===== src/rtl/tet_pkg.sv =====
// shared types and constants of the timed entry table
package tet_pkg;

    localparam int ENTRIES = 16;
    localparam int IDX_W   = (ENTRIES > 1) ? $clog2(ENTRIES) : 1;
    localparam int CMD_W   = 3;
    localparam int KEY_W   = 16;
    localparam int KIND_W  = 4;
    localparam int COUNT_W = 16;

    typedef enum logic [CMD_W-1:0] {
        CMD_ADD       = 3'd0,
        CMD_CLEAR     = 3'd1,
        CMD_SUB       = 3'd2,
        CMD_QUERY     = 3'd3,
        CMD_CLEAR_ALL = 3'd4
    } cmd_t;

    typedef struct packed {
        logic               found;
        logic [COUNT_W-1:0] count_left;
        logic [KIND_W-1:0]  kind_out;
        logic               timer_start;
        logic               table_full;
    } result_t;

endpackage


===== src/rtl/timed_entry_table_core.sv =====
// top level of the timed entry table: request register, table and result register
// -----------------------------------------------------------------------------
// usage
//   s_* channel takes one request per accepted beat: command, effect id, kind,
//   amount and remove flag. m_* channel returns exactly one result per request
//   in request order: found, count_left, kind_out, timer_start, table_full.
//   an accepted request waits in the request register until the result
//   register is free or being taken, then moves there and shows on m_*
//   throughput: one request per cycle while m_ready is high; the whole
//   table lookup, update and result forming sit between the request
//   register and the result register
//   keys are matched against all slots in parallel; inserts take the lowest
//   free slot; the table update lands on the same edge as the result
//   reset (aresetn low, synchronous) empties the table and drops any
//   request or result in flight; slot contents themselves are not cleared
//   when m_ready is low the result register holds; the request register
//   still fills once, after which s_ready falls until the result is taken
// -----------------------------------------------------------------------------
module timed_entry_table_core
    import tet_pkg::*;
(
    input  logic               aclk,
    input  logic               aresetn,
    // request channel
    input  logic               s_valid,
    output logic               s_ready,
    input  logic [CMD_W-1:0]   s_cmd,
    input  logic [KEY_W-1:0]   s_effect_id,
    input  logic [KIND_W-1:0]  s_kind_in,
    input  logic [COUNT_W-1:0] s_amount,
    input  logic               s_remove_flag,
    // result channel
    output logic               m_valid,
    input  logic               m_ready,
    output logic               m_found,
    output logic [COUNT_W-1:0] m_count_left,
    output logic [KIND_W-1:0]  m_kind_out,
    output logic               m_timer_start,
    output logic               m_table_full
);

    // request register
    logic               in_vld_reg, in_vld_next;
    logic [CMD_W-1:0]   cmd_reg;
    logic [KEY_W-1:0]   id_reg;
    logic [KIND_W-1:0]  kind_reg;
    logic [COUNT_W-1:0] amount_reg;
    logic               remove_reg;

    // result register
    logic    out_vld_reg, out_vld_next;
    result_t res_reg, res_next;

    // table storage; only the valid bits are reset
    logic [ENTRIES-1:0] slot_valid_reg, slot_valid_next;
    logic [KEY_W-1:0]   slot_key_reg   [ENTRIES];
    logic [KIND_W-1:0]  slot_kind_reg  [ENTRIES];
    logic [COUNT_W-1:0] slot_count_reg [ENTRIES];

    // lookup
    logic [ENTRIES-1:0] hit_vec;
    logic               hit;
    logic [IDX_W-1:0]   hit_idx;
    logic               has_free;
    logic [IDX_W-1:0]   free_idx;
    logic [COUNT_W-1:0] cur_count;
    logic [COUNT_W-1:0] sub_count;

    // write controls
    logic               ins_en;
    logic               cnt_en;
    logic [IDX_W-1:0]   cnt_idx;
    logic [COUNT_W-1:0] cnt_val;

    logic out_free;
    logic advance;

    // handshake: the result register frees when empty or being taken
    assign out_free = !out_vld_reg || m_ready;
    assign advance  = in_vld_reg && out_free;
    assign s_ready  = !in_vld_reg || out_free;

    always_comb begin
        in_vld_next = in_vld_reg;
        if (s_valid && s_ready) begin
            in_vld_next = 1'b1;
        end else if (advance) begin
            in_vld_next = 1'b0;
        end
    end

    always_comb begin
        out_vld_next = out_vld_reg;
        if (advance) begin
            out_vld_next = 1'b1;
        end else if (m_ready) begin
            out_vld_next = 1'b0;
        end
    end

    // parallel key compare; keys are distinct, so at most one hit
    always_comb begin
        hit_idx  = '0;
        free_idx = '0;
        for (int i = ENTRIES - 1; i >= 0; i--) begin
            hit_vec[i] = slot_valid_reg[i] && (slot_key_reg[i] == id_reg);
            if (hit_vec[i]) begin
                hit_idx = IDX_W'(i);
            end
            // scanning downward leaves the lowest free slot
            if (!slot_valid_reg[i]) begin
                free_idx = IDX_W'(i);
            end
        end
    end

    assign hit      = |hit_vec;
    assign has_free = !(&slot_valid_reg);

    // saturating subtract on the hit entry
    assign cur_count = slot_count_reg[hit_idx];
    assign sub_count = (amount_reg >= cur_count) ? '0 : COUNT_W'(cur_count - amount_reg);

    // command decode: table update and result
    always_comb begin
        slot_valid_next     = slot_valid_reg;
        ins_en              = 1'b0;
        cnt_en              = 1'b0;
        cnt_idx             = hit_idx;
        cnt_val             = amount_reg;
        res_next            = '0;
        res_next.found      = hit;
        unique case (cmd_reg)
            CMD_ADD: begin
                if (hit) begin
                    // refresh of an existing entry
                    cnt_en = 1'b1;
                end else if (has_free) begin
                    ins_en                    = 1'b1;
                    cnt_en                    = 1'b1;
                    cnt_idx                   = free_idx;
                    slot_valid_next[free_idx] = 1'b1;
                    res_next.timer_start      = 1'b1;
                end else begin
                    // new key, no room: dropped
                    res_next.table_full = 1'b1;
                end
            end
            CMD_CLEAR: begin
                if (hit) begin
                    if (remove_reg) begin
                        slot_valid_next[hit_idx] = 1'b0;
                    end else begin
                        cnt_en  = 1'b1;
                        cnt_val = '0;
                    end
                end
            end
            CMD_SUB: begin
                if (hit) begin
                    cnt_en              = 1'b1;
                    cnt_val             = sub_count;
                    res_next.count_left = sub_count;
                    // reaching zero, exactly or by clamping
                    if (remove_reg && (sub_count == '0)) begin
                        slot_valid_next[hit_idx] = 1'b0;
                    end
                end
            end
            CMD_QUERY: begin
                if (hit) begin
                    res_next.kind_out = slot_kind_reg[hit_idx];
                end
            end
            CMD_CLEAR_ALL: begin
                slot_valid_next = '0;
            end
            default: begin
                // undefined command codes leave the table alone
            end
        endcase
    end

    // control registers
    always_ff @(posedge aclk) begin
        if (!aresetn) begin
            in_vld_reg     <= 1'b0;
            out_vld_reg    <= 1'b0;
            slot_valid_reg <= '0;
        end else begin
            in_vld_reg  <= in_vld_next;
            out_vld_reg <= out_vld_next;
            if (advance) begin
                slot_valid_reg <= slot_valid_next;
            end
        end
    end

    // request payload capture
    always_ff @(posedge aclk) begin
        if (s_valid && s_ready) begin
            cmd_reg    <= s_cmd;
            id_reg     <= s_effect_id;
            kind_reg   <= s_kind_in;
            amount_reg <= s_amount;
            remove_reg <= s_remove_flag;
        end
    end

    // table payload and result capture, on the same edge
    always_ff @(posedge aclk) begin
        if (advance) begin
            res_reg <= res_next;
            if (ins_en) begin
                slot_key_reg[free_idx]  <= id_reg;
                slot_kind_reg[free_idx] <= kind_reg;
            end
            if (cnt_en) begin
                slot_count_reg[cnt_idx] <= cnt_val;
            end
        end
    end

    assign m_valid       = out_vld_reg;
    assign m_found       = res_reg.found;
    assign m_count_left  = res_reg.count_left;
    assign m_kind_out    = res_reg.kind_out;
    assign m_timer_start = res_reg.timer_start;
    assign m_table_full  = res_reg.table_full;

endmodule


===== config.mk =====
export PLATFORM = sky130hd
export DESIGN_NAME = timed_entry_table_core
export DESIGN_NICKNAME = d
export VERILOG_FILES = /design/src/rtl/tet_pkg.sv /design/src/rtl/timed_entry_table_core.sv
export SDC_FILE = /design/constraint.sdc
export NUM_CORES = 1
export LEC_CHECK = 0
export ABC_CLOCK_PERIOD_IN_PS = 18970
export BUFFER_PORTS_ARGS = -buffer_cell sky130_fd_sc_hd__buf_2
export CAP_MARGIN = 20
export CORE_AREA = 5 5 265 293
export DETAILED_ROUTE_END_ITERATION = 6
export DIE_AREA = 0 0 270 298
export SYNTH_ARGS = -nofsm -noshare
export SYNTH_HDL_FRONTEND = slang
export SYNTH_SLANG_ARGS = --single-unit
export TNS_END_PERCENT = 30

===== constraint.sdc =====
create_clock -name aclk -period 18.97 [get_ports aclk]
set_input_delay 0.9485 -clock aclk [delete_from_list [all_inputs] [get_ports aclk]]
set_output_delay 0.9485 -clock aclk [all_outputs]
set_load 0.02 [all_outputs]

==> results of run 1 <==
-- routing by layer --
layer,GRT usage,routed length (um),up-vias
li1,-,-,8508
met1,0.258,33700,9370
met2,0.351,41900,633
met3,0.0306,4860,178
met4,0.0813,3590,2
met5,0,13,-
-- metrics by stage --
step	power, W	hold slack, ns	cell area, um^2	worst slack, ns
2_1_floorplan	0.00171	0.478	29400	12.35
3_3_place_gp	0.00176	0.504	31000	10.24
3_5_place_dp	0.00176	0.531	31100	10.13
4_1_cts	0.00305	0.481	33200	10.07
5_1_grt	0.00313	0.490	33300	9.83
6_report	0.00303	0.509	33300	10.30
-- cell type report --
cell class,count,area share
Tap cell,963,0.0362
Timing Repair Buffer,141,0.0292
Inverter,30,0.00338
Multi-Input combinational cell,1412,0.279
Sequential cell,657,0.587
Clock buffer,93,0.0565
Clock inverter,32,0.00801
-- critical path: cells and delay by family (launching register included) --
family                     cells  cell delay (ns)
and+or+nand+nor                8             2.94
AOI/OAI and AO/OA             11             2.81
buffers and inverters          4             1.24
DFF                            1             0.78
adders and majority gates      2             0.44
xor gates and xnor gates       1             0.13
-- Yosys cell counts (all sizes together), types with 19 or more instances --
| master | n | area, um^2 |
|---|---|---|
| nand2b | 24 | 150 |
| xor2 | 151 | 1320 |
| o21ai | 47 | 235 |
| mux2i | 62 | 621 |
| nand3 | 108 | 541 |
| a21o | 25 | 188 |
| xnor2 | 120 | 1050 |
| edfxtp | 639 | 19200 |
| nor4 | 64 | 419 |
| a21oi | 31 | 155 |
| clkbuf | 28 | 105 |
| nor2 | 121 | 454 |
| or4 | 24 | 184 |
| nor2b | 19 | 119 |
| inv | 30 | 113 |
| nand2 | 280 | 1050 |
| buf | 63 | 384 |
| a211oi | 23 | 178 |
| nand4 | 67 | 419 |
-- kinds of logic after synthesis --
kind of cell,Yosys count
and+or+nand+nor,805
DFF,657
xor gates and xnor gates,271
AOI/OAI and AO/OA,243
buffers and inverters,121
muxes,76
adders and majority gates,17
-- worst max-delay path by stage --
stage                              start                        endpoint  slack, ns
CTS                 id_reg[13]$_DFFE_PP_  slot_valid_reg[4]$_SDFFE_PN0P_      10.07
finish              id_reg[15]$_DFFE_PP_  slot_count_reg[4][8]$_DFFE_PP_      10.30
global route        id_reg[15]$_DFFE_PP_  slot_count_reg[5][8]$_DFFE_PP_       9.83
floorplan            id_reg[5]$_DFFE_PP_  slot_valid_reg[5]$_SDFFE_PN0P_      12.35
detailed placement  id_reg[13]$_DFFE_PP_  slot_valid_reg[4]$_SDFFE_PN0P_      10.13
global placement    id_reg[13]$_DFFE_PP_  slot_valid_reg[4]$_SDFFE_PN0P_      10.24
-- power breakdown --
part | switching (W) | internal (W) | leakage, nW
clock | 0.000550 | 0.000752 | 1.04
combinational | 0.0000818 | 0.0000366 | 4.06
sequential | 0.00000936 | 0.00160 | 5.94
==> flow_summary.json, run 1 <==
{
  "fin_crit_ns": 8.67,
  "hold_end": "amount_reg[5]$_DFFE_PP_",
  "ir_worst_vdd_mv": 0.0810,
  "syn_nets": 2251,
  "seqCellArea_mm2": 0.0195,
  "arrival_ns": 9.00,
  "hold_buffers": 0,
  "hpwl_um": 55000,
  "r2r_start": "id_reg[15]$_DFFE_PP_",
  "reg2reg_setup_slack_ns": 10.30,
  "synth_seq_cells": 657,
  "synth_xor_area_frac": 0.0808,
  "ys_seq_area_frac": 0.666,
  "post-route-period-util": 0.457,
  "setup_viol": 0,
  "relSlewSlack": 0.193,
  "drt_iter0_markers": 1679,
  "avgRoutedWirePerCell_um": 25.3,
  "clockRootBuffer": "clkbuf_16",
  "areaGrowthSynthToFinish_pct": 13.3,
  "fin_nets": 2374,
  "yosys.area_share.simple": 0.138,
  "synth_edf_count": 639,
  "grt_pass1_vias": 18500,
  "cp-start-kind": "flop",
  "p_per_area_mw_per_mm2": 91.0,
  "crit_type": "flop to flop",
  "viasPerCell": 5.62,
  "post_cts_resized": 0,
  "max_stage_delay_ns": 0.88,
  "ant_nets": 0,
  "synthMuxAreaShare": 0.0265,
  "synth_warnings": 0,
  "fin_skew_ns": 0.0265,
  "io_pins": 69,
  "synthesis.area_mm2": 0.0294,
  "gp_congestion": 0.901,
  "grt.total_usage": 0.203,
  "via_count": 18700,
  "leakage_nw": 11.0,
  "drc_errors": 0,
  "netlist_instances": 2190,
  "cp_max_fo": 33,
  "syn_area_per_cell_um2": 13.4,
  "mostFrequentLayoutCells": "639 x edfxtp_1, 279 x nand2_1, 151 x xor2_1, 120 x xnor2_1, 108 x nand3_1",
  "max_freq_ghz": 0.115,
  "first_pass_iters": 6,
  "clock_path_buffers": 3,
  "final_util": 0.448,
  "synth-adder-area-share": 0.00750,
  "antenna_found_initial": 2,
  "cap_violations": 0,
  "min-delay-start": "s_amount[5]",
  "synth_compound_area_frac": 0.0604,
  "die_area_mm2": 0.0805,
  "rr_endpoint": "slot_count_reg[4][8]$_DFFE_PP_",
  "fp-row-count": 105,
  "cts_buffers": 71,
  "numPortBuffers": 68,
  "outcome": "finished clean",
  "worst_slew_pin_slew_ns": 1.21,
  "grt_pass1_wl_um": 123000,
  "ys_types": 80,
  "diodes": 0,
  "instances_no_fill": 3328,
  "start_util": 0.396,
  "synth-main-ff-cell": "edfxtp_1",
  "r2r_cells": 26,
  "grt_overflow": 0,
  "mostFrequentLayoutCell": "edfxtp_1",
  "htreeDepth": 3,
  "timing.setup.tns_ns": 0,
  "clk_latency_ns": 0.62,
  "cts_setup_buffers": 0,
  "die_w_um": 270,
  "async_flop_share": 0,
  "hold_depth": 1,
  "core_mm2": 0.0742,
  "wl_um": 84100,
  "fillers": 6611,
  "holdCritPathClass": "primary input to flop",
  "critPathRequiredTime_ns": 19.30,
  "cts_tree": "built",
  "place_inst": 3200,
  "layout-drive-gt1-share": 0.125,
  "finalHoldViolCount": 0,
  "rsz0062_at_grt": "false",
  "critPathCaptureType": "flop",
  "synth_top_family_by_area": "simple AND/OR/NAND/NOR gates",
  "worst_path_max_delay_cell": "or4_1",
  "cts.sinks": 657,
  "slew_viol_final": 0,
  "die_h_um": 298,
  "clkTransAtPathRegs_ns": 0.06,
  "multi_input_area_mm2": 0.00930,
  "grt_max_degree": 77
}
(Power assumes the default switching activity.)
==> run 2: changes to the inputs <==
Settings changed: ABC_AREA from default to 1, ABC_CLOCK_PERIOD_IN_PS 18970 to 7730, CORE_AREA 5 5 265 293 to 5 5 272 300, DIE_AREA 0 0 270 298 to 0 0 277 305.
Clock period 18.97 ns to 7.73 ns, I/O delays scaled along.
==> run 2 against run 1 <==
First-iteration DRC count increased by 13%. Setup slack worse by 9.8 ns. Flip-flop and latch count unchanged. Critical path type unchanged. Largest cell class unchanged. Largest power group unchanged.
==> flow_summary.json, run 2 <==
{
  "hpwl_um": 62100,
  "avgRoutedWirePerCell_um": 21.4,
  "layout-drive-gt1-share": 0.130,
  "io_pins": 69,
  "seqCellArea_mm2": 0.0195,
  "gp_congestion": 0.945,
  "leakage_nw": 13.8,
  "max_stage_delay_ns": 0.50,
  "grt_overflow": 0,
  "clkTransAtPathRegs_ns": 0.06,
  "grt_max_degree": 45,
  "worst_path_max_delay_cell": "edfxtp_1",
  "arrival_ns": 7.71,
  "cts_tree": "built",
  "cts_buffers": 72,
  "worst_slew_pin_slew_ns": 0.991,
  "cap_violations": 0,
  "hold_depth": 3,
  "synthTopCellsByArea": "edfxtp_1 62%, nand2_1 7.5%, inv_1 4.2%, nor2_1 3.7%, nand4_1 2.4%",
  "diodes": 0,
  "drt_iter0_markers": 1900,
  "pre_cts_ws_ns": 0.389,
  "grt_pass1_vias": 21800,
  "post-synth-top-count-cell": "edfxtp_1",
  "syn_area_per_cell_um2": 10.4,
  "drc_errors": 0,
  "outcome": "finished clean",
  "die_w_um": 277,
  "async_flop_share": 0,
  "viasPerCell": 5.29,
  "ys_types": 56,
  "power.total_w": 0.00777,
  "mostFrequentLayoutCell": "edfxtp_1",
  "holdCritPathClass": "primary input to flop",
  "synth-main-ff-cell": "edfxtp_1",
  "path_delay_family": "simple AND/OR/NAND/NOR gates",
  "cpMostUsedCell": "nand2_1",
  "r2r_cells": 41,
  "multi_input_area_mm2": 0.00936,
  "clk_latency_ns": 0.63,
  "cts.sinks": 657,
  "ant_nets": 0,
  "setup_viol": 0,
  "ys_seq_area_frac": 0.632,
  "core_mm2": 0.0784,
  "synth_warnings": 0,
  "instances_no_fill": 4278,
  "clockRootBuffer": "clkbuf_16",
  "fin_skew_ns": 0.0404,
  "grt_pass1_wl_um": 136000,
  "fin_crit_ns": 7.21,
  "relSlewSlack": 0.339,
  "synth_top_area_share": 0.621,
  "critPathCaptureType": "flop",
  "start_util": 0.395,
  "wl_um": 91400,
  "yosysTopAreaCell": "edfxtp_1",
  "die_h_um": 305,
  "cp_max_fo": 15,
  "cp_num_buf_inv": 9,
  "fin_nets": 3237,
  "fp-row-count": 108,
  "crit_type": "flop to flop",
  "netlist_instances": 2987,
  "die_area_mm2": 0.0845,
  "mostFrequentLayoutCells": "639 x edfxtp_1, 615 x nand2_1, 345 x inv_1, 271 x nor2_1, 144 x nand3_1",
  "first_pass_iters": 6,
  "hold_ws_ns": 0.0778,
  "reg2reg_setup_slack_ns": 0.52,
  "antenna_found_initial": 1,
  "numPortBuffers": 68,
  "rsz0062_at_grt": "false",
  "syn_nets": 3048,
  "critPathRequiredTime_ns": 8.22,
  "via_count": 22600,
  "areaGrowthSynthToFinish_pct": 15.4,
  "synth_seq_cells": 657,
  "slew_viol_final": 0,
  "htreeDepth": 3,
  "netlist_top_cells_count": "639 x edfxtp_1, 616 x nand2_1, 346 x inv_1, 303 x nor2_1, 144 x nand3_1",
  "place_inst": 4099,
  "cp.depth": 41,
  "clock_path_buffers": 3,
  "synthesis.area_mm2": 0.0309,
  "timing.setup.tns_ns": 0,
  "finalHoldViolCount": 0,
  "post-route-period-util": 0.933,
  "setup_ws_ns": 0.517,
  "max_freq_ghz": 0.139,
  "synth_edf_count": 639,
  "p_per_area_mw_per_mm2": 218,
  "grt.total_usage": 0.210,
  "cp-start-kind": "flop",
  "fillers": 7372,
  "ir_worst_vdd_mv": 0.192
}
run 2: layer usage:
layer / GRT usage / routed length, um
met1: 0.278 / 38200
met2: 0.356 / 44300
met3: 0.0356 / 6030
met4: 0.0674 / 2950
met5: 0 / 7
run 2: repair_timing:
item                                    in CTS  in global routing
resized for setup                            0                 11
endpoints found under the setup margin       0                 32
hold buffers                                40                  0
endpoints found under the hold margin       40                  0
setup buffers                                0                  2
run 2: worst register-to-register path: cells and delay by family, from the launching register on:
kind / cells / cell delay, ns
buf+inv: 9 / 1.41
simple gates: 25 / 3.47
fa+ha+maj: 2 / 0.63
compound gates: 5 / 1.06
flops: 1 / 0.50
run 2: worst paths after layout:
check,start,endpoint
setup / recovery,id_reg[7]$_DFFE_PP_,slot_valid_reg[14]$_SDFFE_PN0P_
hold / removal,s_valid,in_vld_reg$_SDFFE_PN0P_
setup reg to reg,id_reg[7]$_DFFE_PP_,slot_valid_reg[14]$_SDFFE_PN0P_
hold reg to reg,m_valid$_SDFFE_PN0P_,m_valid$_SDFFE_PN0P_
run 2: final cells by class:
type	instances	share of cell area
clock inverters	45	0.0126
repair buffers	229	0.0488
clock buffers	86	0.0526
multi-input cells	1849	0.262
inverters	367	0.0389
flip-flops and latches	657	0.548
well taps	1045	0.0367
run 2: where the power goes:
part | leakage, nW | switching (W) | internal (W)
combinational | 6.71 | 0.000287 | 0.000129
sequential | 5.94 | 0.0000273 | 0.00393
clock | 1.13 | 0.00142 | 0.00198
run 2: through the flow:
stage                     instance area (um^2)  utilization
after floorplan                          30900            -
after global placement                   32800        0.418
after detailed placement                 32800        0.419
after CTS                                35600        0.454
after global routing                     35700        0.455
final                                    35700        0.455
run 2: logic make-up after synthesis:
family / share of synthesized area
AND/OR/NAND/NOR: 0.201
flip-flops: 0.632
buffers and inverters: 0.0690
AO/OA/AOI/OAI: 0.0683
XOR/XNOR: 0.0221
adder cells (fa/ha/maj): 0.00712
